[config.mk]
export PLATFORM = sky130hd
export DESIGN_NAME = sha256_stream_hasher
export DESIGN_NICKNAME = d
export VERILOG_FILES = /design/src/rtl/core/sha256_pkg.sv /design/src/rtl/core/sha256_stream_hasher.sv
export SDC_FILE = /design/constraint.sdc
export NUM_CORES = 2
export LEC_CHECK = 0
export BUFFER_PORTS_ARGS = -buffer_cell sky130_fd_sc_hd__buf_2
export CORE_ASPECT_RATIO = 0.75
export CORE_UTILIZATION = 44
export CTS_CLUSTER_DIAMETER = 30
export CTS_CLUSTER_SIZE = 30
export DETAILED_ROUTE_END_ITERATION = 16
export GPL_ROUTABILITY_DRIVEN = 0
export PLACE_DENSITY = 0.69
export SLEW_MARGIN = 20
export SYNTH_ARGS = -nofsm -noshare
export SYNTH_HDL_FRONTEND = slang
export SYNTH_SLANG_ARGS = --single-unit
[constraint.sdc]
create_clock -name clk -period 16.3 [get_ports clk]
set_input_delay 0 -clock clk [delete_from_list [all_inputs] [get_ports clk]]
set_output_delay 0 -clock clk [all_outputs]
set_load 0.03 [all_outputs]
[src/rtl/core/sha256_pkg.sv]
package sha256_pkg;

    typedef enum logic [2:0] {
        ST_IDLE,
        ST_PAD,
        ST_ROUND,
        ST_FOLD,
        ST_EMIT
    } state_t;

    typedef logic [31:0] word_t;

    localparam word_t START_HASH [8] = '{
        32'h6a09e667, 32'hbb67ae85, 32'h3c6ef372, 32'ha54ff53a,
        32'h510e527f, 32'h9b05688c, 32'h1f83d9ab, 32'h5be0cd19
    };

    localparam word_t ROUND_K [64] = '{
        32'h428a2f98, 32'h71374491, 32'hb5c0fbcf, 32'he9b5dba5,
        32'h3956c25b, 32'h59f111f1, 32'h923f82a4, 32'hab1c5ed5,
        32'hd807aa98, 32'h12835b01, 32'h243185be, 32'h550c7dc3,
        32'h72be5d74, 32'h80deb1fe, 32'h9bdc06a7, 32'hc19bf174,
        32'he49b69c1, 32'hefbe4786, 32'h0fc19dc6, 32'h240ca1cc,
        32'h2de92c6f, 32'h4a7484aa, 32'h5cb0a9dc, 32'h76f988da,
        32'h983e5152, 32'ha831c66d, 32'hb00327c8, 32'hbf597fc7,
        32'hc6e00bf3, 32'hd5a79147, 32'h06ca6351, 32'h14292967,
        32'h27b70a85, 32'h2e1b2138, 32'h4d2c6dfc, 32'h53380d13,
        32'h650a7354, 32'h766a0abb, 32'h81c2c92e, 32'h92722c85,
        32'ha2bfe8a1, 32'ha81a664b, 32'hc24b8b70, 32'hc76c51a3,
        32'hd192e819, 32'hd6990624, 32'hf40e3585, 32'h106aa070,
        32'h19a4c116, 32'h1e376c08, 32'h2748774c, 32'h34b0bcb5,
        32'h391c0cb3, 32'h4ed8aa4a, 32'h5b9cca4f, 32'h682e6ff3,
        32'h748f82ee, 32'h78a5636f, 32'h84c87814, 32'h8cc70208,
        32'h90befffa, 32'ha4506ceb, 32'hbef9a3f7, 32'hc67178f2
    };

    localparam logic [7:0] PAD_BYTE  = 8'h80;
    localparam logic [5:0] LEN_START = 6'd56;

    function automatic word_t ror(input word_t x, input int s);
        return (x >> s) | (x << (32 - s));
    endfunction

endpackage

[src/rtl/core/sha256_stream_hasher.sv]
// Channel   | Dir | tdata fields (low bit up)     | tuser        | tlast
// s_axis    | in  | data_byte[7:0]                | byte_present | message_end
// m_axis    | out | digest_word[31:0]             | word_index   | last_word
//
// A byte that is present is written into the block buffer. A full block or a
// padded block runs 64 rounds through one shared round unit, one round per
// cycle, and then a fold step adds the working words into the chaining words.
// The end of a message costs one or two padding blocks and eight output
// transfers. rst_n is asynchronous and loads the initial hash values. The
// input is not ready while rounds run or digest words wait; a stalled
// output simply holds its word.
module sha256_stream_hasher
(
    input  logic        clk,
    input  logic        rst_n,
    input  logic [7:0]  s_axis_tdata,   // data_byte
    input  logic        s_axis_tuser,   // byte_present
    input  logic        s_axis_tlast,   // message_end
    input  logic        s_axis_tvalid,
    output logic        s_axis_tready,
    output logic [31:0] m_axis_tdata,   // digest_word
    output logic [2:0]  m_axis_tuser,   // word_index
    output logic        m_axis_tlast,   // last_word
    output logic        m_axis_tvalid,
    input  logic        m_axis_tready
);
    import sha256_pkg::*;

    state_t      state_reg, state_next;
    word_t       hash_reg [8];
    word_t       var_reg [8];
    word_t       w_reg [16];
    logic [5:0]  fill_reg;
    logic [63:0] len_reg;
    logic [5:0]  round_reg;
    logic        two_reg;     // padding needs a second block
    logic        fin_reg;     // block under compression is the last one
    logic        second_reg;  // second padding block under way
    logic [2:0]  out_idx_reg;

    // The block buffer is kept as sixteen big-endian words.
    logic        acc;
    logic [3:0]  wsel;
    logic [1:0]  bsel;
    word_t       wt, s0, s1, t1, t2, sig0, sig1, ch, maj;

    assign acc = s_axis_tvalid && s_axis_tready;
    assign s_axis_tready = (state_reg == ST_IDLE);
    assign wsel = fill_reg[5:2];
    assign bsel = fill_reg[1:0];

    assign m_axis_tvalid = (state_reg == ST_EMIT);
    assign m_axis_tdata  = hash_reg[out_idx_reg];
    assign m_axis_tuser  = out_idx_reg;
    assign m_axis_tlast  = (out_idx_reg == 3'd7);

    always_comb
    begin
        s0 = ror(w_reg[1], 7) ^ ror(w_reg[1], 18) ^ (w_reg[1] >> 3);
        s1 = ror(w_reg[14], 17) ^ ror(w_reg[14], 19) ^ (w_reg[14] >> 10);
        // The window shifts each round, so position 0 is always W[t].
        wt = w_reg[0];
        sig1 = ror(var_reg[4], 6) ^ ror(var_reg[4], 11) ^ ror(var_reg[4], 25);
        ch   = (var_reg[4] & var_reg[5]) ^ (~var_reg[4] & var_reg[6]);
        sig0 = ror(var_reg[0], 2) ^ ror(var_reg[0], 13) ^ ror(var_reg[0], 22);
        maj  = (var_reg[0] & var_reg[1]) ^ (var_reg[0] & var_reg[2])
             ^ (var_reg[1] & var_reg[2]);
        t1 = var_reg[7] + sig1 + ch + ROUND_K[round_reg] + wt;
        t2 = sig0 + maj;
    end

    always_comb
    begin
        state_next = state_reg;
        case (state_reg)
            ST_IDLE:
                if (acc)
                begin
                    if (s_axis_tuser && fill_reg == 6'd63)
                        state_next = ST_ROUND;
                    else if (s_axis_tlast)
                        state_next = ST_PAD;
                end
            ST_PAD:   state_next = ST_ROUND;
            ST_ROUND: if (round_reg == 6'd63) state_next = ST_FOLD;
            ST_FOLD:
                if (!fin_reg)
                    state_next = ST_IDLE;
                else if (two_reg && !second_reg)
                    state_next = ST_PAD;
                else
                    state_next = ST_EMIT;
            ST_EMIT:
                if (m_axis_tready && out_idx_reg == 3'd7)
                    state_next = ST_IDLE;
            default:  state_next = ST_IDLE;
        endcase
    end

    always_ff @(posedge clk or negedge rst_n)
    begin
        if (!rst_n)
        begin
            state_reg   <= ST_IDLE;
            fill_reg    <= '0;
            len_reg     <= '0;
            round_reg   <= '0;
            two_reg     <= 1'b0;
            fin_reg     <= 1'b0;
            second_reg  <= 1'b0;
            out_idx_reg <= '0;
            for (int i = 0; i < 8; i++)
                hash_reg[i] <= START_HASH[i];
        end
        else
        begin
            state_reg <= state_next;
            case (state_reg)
                ST_IDLE:
                    if (acc)
                    begin
                        if (s_axis_tuser)
                        begin
                            fill_reg <= fill_reg + 6'd1;
                            len_reg  <= len_reg + 64'd8;
                        end
                        fin_reg    <= s_axis_tlast;
                        second_reg <= 1'b0;
                        // A full block with an end mark still needs a pad block.
                        two_reg <= s_axis_tuser && fill_reg == 6'd63;
                    end
                ST_PAD:
                begin
                    // The fill level is kept so that the second block knows
                    // whether the pad byte has already been placed.
                    if (second_reg || !two_reg)
                    begin
                        if (!two_reg && fill_reg >= LEN_START)
                            two_reg <= 1'b1;
                    end
                end
                ST_ROUND:
                    round_reg <= round_reg + 6'd1;
                ST_FOLD:
                begin
                    for (int i = 0; i < 8; i++)
                        hash_reg[i] <= hash_reg[i] + var_reg[i];
                    if (fin_reg && two_reg && !second_reg)
                        second_reg <= 1'b1;
                end
                ST_EMIT:
                    if (m_axis_tready)
                    begin
                        out_idx_reg <= out_idx_reg + 3'd1;
                        if (out_idx_reg == 3'd7)
                        begin
                            for (int i = 0; i < 8; i++)
                                hash_reg[i] <= START_HASH[i];
                            len_reg  <= '0;
                            fill_reg <= '0;
                            fin_reg  <= 1'b0;
                            two_reg  <= 1'b0;
                        end
                    end
                default: ;
            endcase
        end
    end

    // Datapath storage: block words, working words.
    always_ff @(posedge clk)
    begin
        case (state_reg)
            ST_IDLE:
                if (acc)
                begin
                    if (s_axis_tuser)
                    begin
                        w_reg[wsel][8*(3-bsel) +: 8] <= s_axis_tdata;
                        if (fill_reg == 6'd63)
                            for (int i = 0; i < 8; i++)
                                var_reg[i] <= hash_reg[i];
                        else if (s_axis_tlast)
                            w_reg[wsel][8*(3-bsel) +: 8] <= s_axis_tdata;
                    end
                end
            ST_PAD:
            begin
                // Pad bytes and, when it fits, the bit count. A second block
                // after an exactly full block starts with the pad byte; after
                // a part-filled block it holds only zeros and the count.
                for (int j = 0; j < 64; j++)
                begin
                    if (second_reg)
                        w_reg[j/4][8*(3-(j%4)) +: 8] <= (j == 0 && fill_reg == 6'd0)
                                                        ? PAD_BYTE : 8'h00;
                    else if (6'(j) == fill_reg)
                        w_reg[j/4][8*(3-(j%4)) +: 8] <= PAD_BYTE;
                    else if (6'(j) > fill_reg)
                        w_reg[j/4][8*(3-(j%4)) +: 8] <= 8'h00;
                end
                if (second_reg || fill_reg < LEN_START)
                begin
                    w_reg[14] <= len_reg[63:32];
                    w_reg[15] <= len_reg[31:0];
                end
                for (int i = 0; i < 8; i++)
                    var_reg[i] <= hash_reg[i];
            end
            ST_ROUND:
            begin
                for (int i = 0; i < 15; i++)
                    w_reg[i] <= w_reg[i+1];
                w_reg[15] <= s1 + w_reg[9] + s0 + w_reg[0];
                var_reg[7] <= var_reg[6];
                var_reg[6] <= var_reg[5];
                var_reg[5] <= var_reg[4];
                var_reg[4] <= var_reg[3] + t1;
                var_reg[3] <= var_reg[2];
                var_reg[2] <= var_reg[1];
                var_reg[1] <= var_reg[0];
                var_reg[0] <= t1 + t2;
            end
            default: ;
        endcase
    end

endmodule

## Word-level counts from Yosys, hierarchy flattened

Memory sizes are Yosys's and may differ from the RTL's.
Cells that the tools add are included.

- Add/sub/neg operators: 24
- Reductions and logical operators: 25
- Eq/ne operators: 80
- Shifts and indexed selects: 2
- Multiplexer cells: 890
- $lt $le $gt $ge: 68
- Bitwise gates (word level): 277

Operators with widths:

| cell | count |
|---|---|
| two-way mux 8 bit | 201 |
| two-way mux 32 bit | 24 |
| two-way mux 1 bit | 639 |
| adder 32 bit | 18 |
| two-way mux 256 bit | 2 |
| case mux 256 bit (2 select lines) | 1 |
| bitwise XOR 32 bit | 9 |
| two-way mux 64 bit | 4 |
| bitwise OR 1 bit | 248 |
| == test 6 bit (first input constant) | 32 |
| greater-than comparator 6 bit (first input constant) | 32 |
| AND 32 bit | 5 |
| case mux 64 bit (2 select lines) | 1 |
| binary-select mux 32 bit (select 3 bit) | 1 |
| == test 5 x 6 -> 1 bit (first input constant) | 16 |
| greater-than comparator 5 x 6 -> 1 bit (first input constant) | 16 |
| adder 64 x 4 -> 64 bit (second input constant) | 1 |
| == test 4 x 6 -> 1 bit (first input constant) | 8 |
| greater-than comparator 4 x 6 -> 1 bit (first input constant) | 8 |
| negator 32 -> 34 bit | 1 |
| variable shift 8 x 34 -> 32 bit (first input constant) | 1 |
| variable part select 8 x 34 -> 32 bit | 1 |
| inverter 32 bit | 1 |
| bitwise OR 10 x 32 -> 32 bit | 1 |
| 53 further kinds | 95 |

- Bits in writable memories: 768
- Output and inout bits: 38
- Word-level logic and storage cells: 1385
- Register bits after elaboration: 341
- Bits in read-only memories: 2048
- Memories: 3

Memory list:

| memory | depth | width | rd ports | clocked after memory_dff | write ports | RTL line | text |
|---|---|---|---|---|---|---|---|
| (no name shown) | 64 | 32 | 1 | 0 | 0 | sha256_stream_hasher.sv:68 | `t1 = var_reg[7] + sig1 + ch + ROUND_K[round_reg] + wt;` |
| w_reg | 16 | 32 | 16 | 0 | 16 | sha256_stream_hasher.sv:32 | `word_t w_reg [16];` |
| var_reg | 8 | 32 | 8 | 0 | 8 | sha256_stream_hasher.sv:31 | `word_t var_reg [8];` |

## Depth between registers and ports, before layout

- Depth in word-level cells: 10
- Gate-level depth with buffers: 41
- Gate-level depth less buffers: 39

## Worst setup path before layout

Ideal clock, no wire load.

- Path kind: flip-flop to flip-flop
- Start point: reg state_reg[1]
- End point: mem var_reg[0][0] (netlist name) (enable)
- Library setup time: 1.011 ns
- Required time: 15.289 ns
- Stages on the path, launching flop included: 5
- Data arrival time: 15.048 ns
- Setup slack: 0.242 ns
- Cell sequence: dfrtp_1 -> buf_2 -> nor3_1 -> nand2_1 -> o21ai_0

RTL lines:

| item | RTL line | text |
|---|---|---|
| from (decl) | sha256_stream_hasher.sv:29 | `state_t state_reg, state_next;` |
| from (signal assigned) | sha256_stream_hasher.sv:117 | `state_reg <= state_next;` |
| to (decl) | sha256_stream_hasher.sv:31 |  |

==> metrics.txt <==
status complete, no violations; syn nets 8,837; DRC 0; post-route minimum period 11.16 ns; Iteration-0 DRC Markers 11,270; Clk Latency, worst-skew pair 0.89 ns; Final Hold Viols 0; slew margin rel. 3.433%; ys async rst share 30.56%; first-pass GRT wire length 408,600 um; layout cells sized above 1 11.02%; post-synthesis sequential area ratio 39.39%; clock skew 0.1095 ns; Post-DP HPWL 200,200 um; IO Pins 52; period utilization 68.44%; crit-path max cell delay 0.90 ns; clock sink total 1,106; max cap viols 0; CP required 16.99 ns; fmax 89.64 MHz; CTS Buffer Depth 3; flops & latches, synth 1,106; HP Class in -> reg; DRT Pass-1 Iters 13; Main synth FF type edfxtp_1; Final Setup Violations 0; Cells after Synth 8,229; worst-path fanout max 23; routed len/inst 25.95 um; Layout area overhead 14.47%; RSZ-0062 raised after global routing false; Synth Cell Area 76,190 sq um; post-cts sizing count 0; total negative slack 0 ns; crit-path most repeated cell inv_1; crit path DAT 11.85 ns; GRT overflow 0; Port Buf Inserts 51; postcts setup bufs 0; Rows 131; pins over their slew limit 0; largest net degree at the start of global routing 216; Antenna Violating Nets Remaining 0; Critical Path Slowest Stage Cell dfrtp_1; cts bufs inserted 236; Worst setup EP type flop; final WL 276,600 um; initial antenna violation count 8; Die Wd 482.5 um; Post-synth EDFFs 600; CTS root buf clkbuf_16; Total GRT Usage 30.89%; CTS tree built; DIE AREA 174,800 sq um; CTS clock-pin slew for the worst setup and hold paths 0.05 ns; fin nets 8,788; startpoint types flop; vias post-DR 68,260; library cells used by synthesis 106; vias per cell 6.404; Least-Margin Pin Slew 1.412 ns; Initial Util 44.57%; YS warnings 0; hold-fix buffer count after cts 18; core footprint 171,000 sq um; max reg flops 512; worst setup path class reg -> reg; final core occ 51.02%; die span in y 362.4 um; H-tree levels 4; vias in the first global route 63,360; syn_area_per_cell 9.259 sq um
[cell usage after synthesis (all sizes together) (81+ instances only)]
cell / n / area [sq um]
dfrtp: 202 / 5055
xnor2: 414 / 3626
a22o: 111 / 972.2
fa: 195 / 3904
ha: 399 / 4992
nand2b: 81 / 506.7
o21ai: 684 / 3431
inv: 260 / 975.9
xor2: 228 / 1997
a211oi: 149 / 1129
a21oi: 614 / 3088
a21o: 174 / 1306
dfstp: 136 / 3573
nand2: 1197 / 4493
dfxtp: 168 / 3363
nor2: 777 / 2919
clkbuf: 409 / 1536
edfxtp: 600 / 18020
nand3: 170 / 850.8
nor3: 191 / 955.9
[metrics by stage]
stage	hold WS [ns]	std cells	cell area, sq um	setup WS, ns
floorplan	-0.2956	8229	76190	0.2417
global placement	0.09925	10180	78450	5.614
detailed placement	0.09213	10180	78460	5.548
CTS	0.03593	10650	87170	5.566
global route	0.09315	10660	87210	4.710
finish	0.07708	10660	87220	5.144
[layout make-up]
cell class | count | area (sq um)
Clock inverter | 171 | 2190
Fill cell | 15060 | 83740
Clock buffer | 281 | 6319
Sequential cell | 1106 | 30030
Antenna cell | 4 | 10.01
Multi-Input combinational cell | 6405 | 43590
Tap cell | 2261 | 2829
Timing Repair Buffer | 170 | 1271
Inverter | 261 | 979.7
[cells in the final DEF, fill, tap and decap left out, drive strengths merged, types with 32 or more instances in the layout]
cell / n
a21oi: 614
nand3: 170
inv: 286
buf: 153
edfxtp: 600
o21a: 51
a21o: 174
nand2: 1197
or3: 40
clkinv: 76
nor3: 191
and3: 50
nor2b: 62
dfrtp: 202
clkinvlp: 39
a221oi: 67
xnor2: 414
a31oi: 50
mux2: 57
nand2b: 81
o21ai: 684
o31ai: 32
a22o: 111
dfstp: 136
mux4: 71
dfxtp: 168
o22ai: 34
xor2: 228
a211oi: 149
ha: 399
clkbuf: 281
fa: 195
nor2: 777
o21bai: 59
[cell families after synthesis]
group                    after synthesis  synth area share [%]
AND/OR/NAND/NOR                     2693                 15.16
AO/OA/AOI/OAI                       2300                 19.26
flip-flops                          1106                 39.39
buffers and inverters                718                 3.552
XOR/XNOR                             643                 7.410
adder cells (fa/ha/maj)              624                 12.07
multiplexers                         145                 3.165
[worst max-delay path, delay by kind of cell, from the launching register on]
kind / cells / cell delay, ns
simple gates: 3 / 0.67
fa+ha+maj: 7 / 3.57
flops: 1 / 0.90
buf+inv: 6 / 1.09
compound gates: 20 / 4.37
xor+xnor: 2 / 0.44
[worst paths after layout]
path	startpoint	slack, ns	cells after the start	end
max in group asynchronous	rst_n	14.04	5	hash_reg[191]
setup / recovery	round_reg[0]	5.14	38	var_reg[0][31]
hold reg to reg	w_reg[10][0]	0.46	2	w_reg[9][0]
setup reg to reg	round_reg[0]	5.14	38	var_reg[0][31]
min in group asynchronous	rst_n	0.53	3	hash_reg[96]
hold / removal	s_axis_tdata[3]	0.08	3	w_reg[2][3]
[metal layers]
metal	track usage, %	wire length, um	vias to the layer above
met2	40.43	106600	4884
met5	0.5272	250	-
met4	10.02	10120	18
li1	-	-	29510
met3	13.35	45010	789
met1	44.71	114600	33060
Power is not shown: default switching activity piles up to over one toggle a cycle in this logic, so the estimate is an artifact.
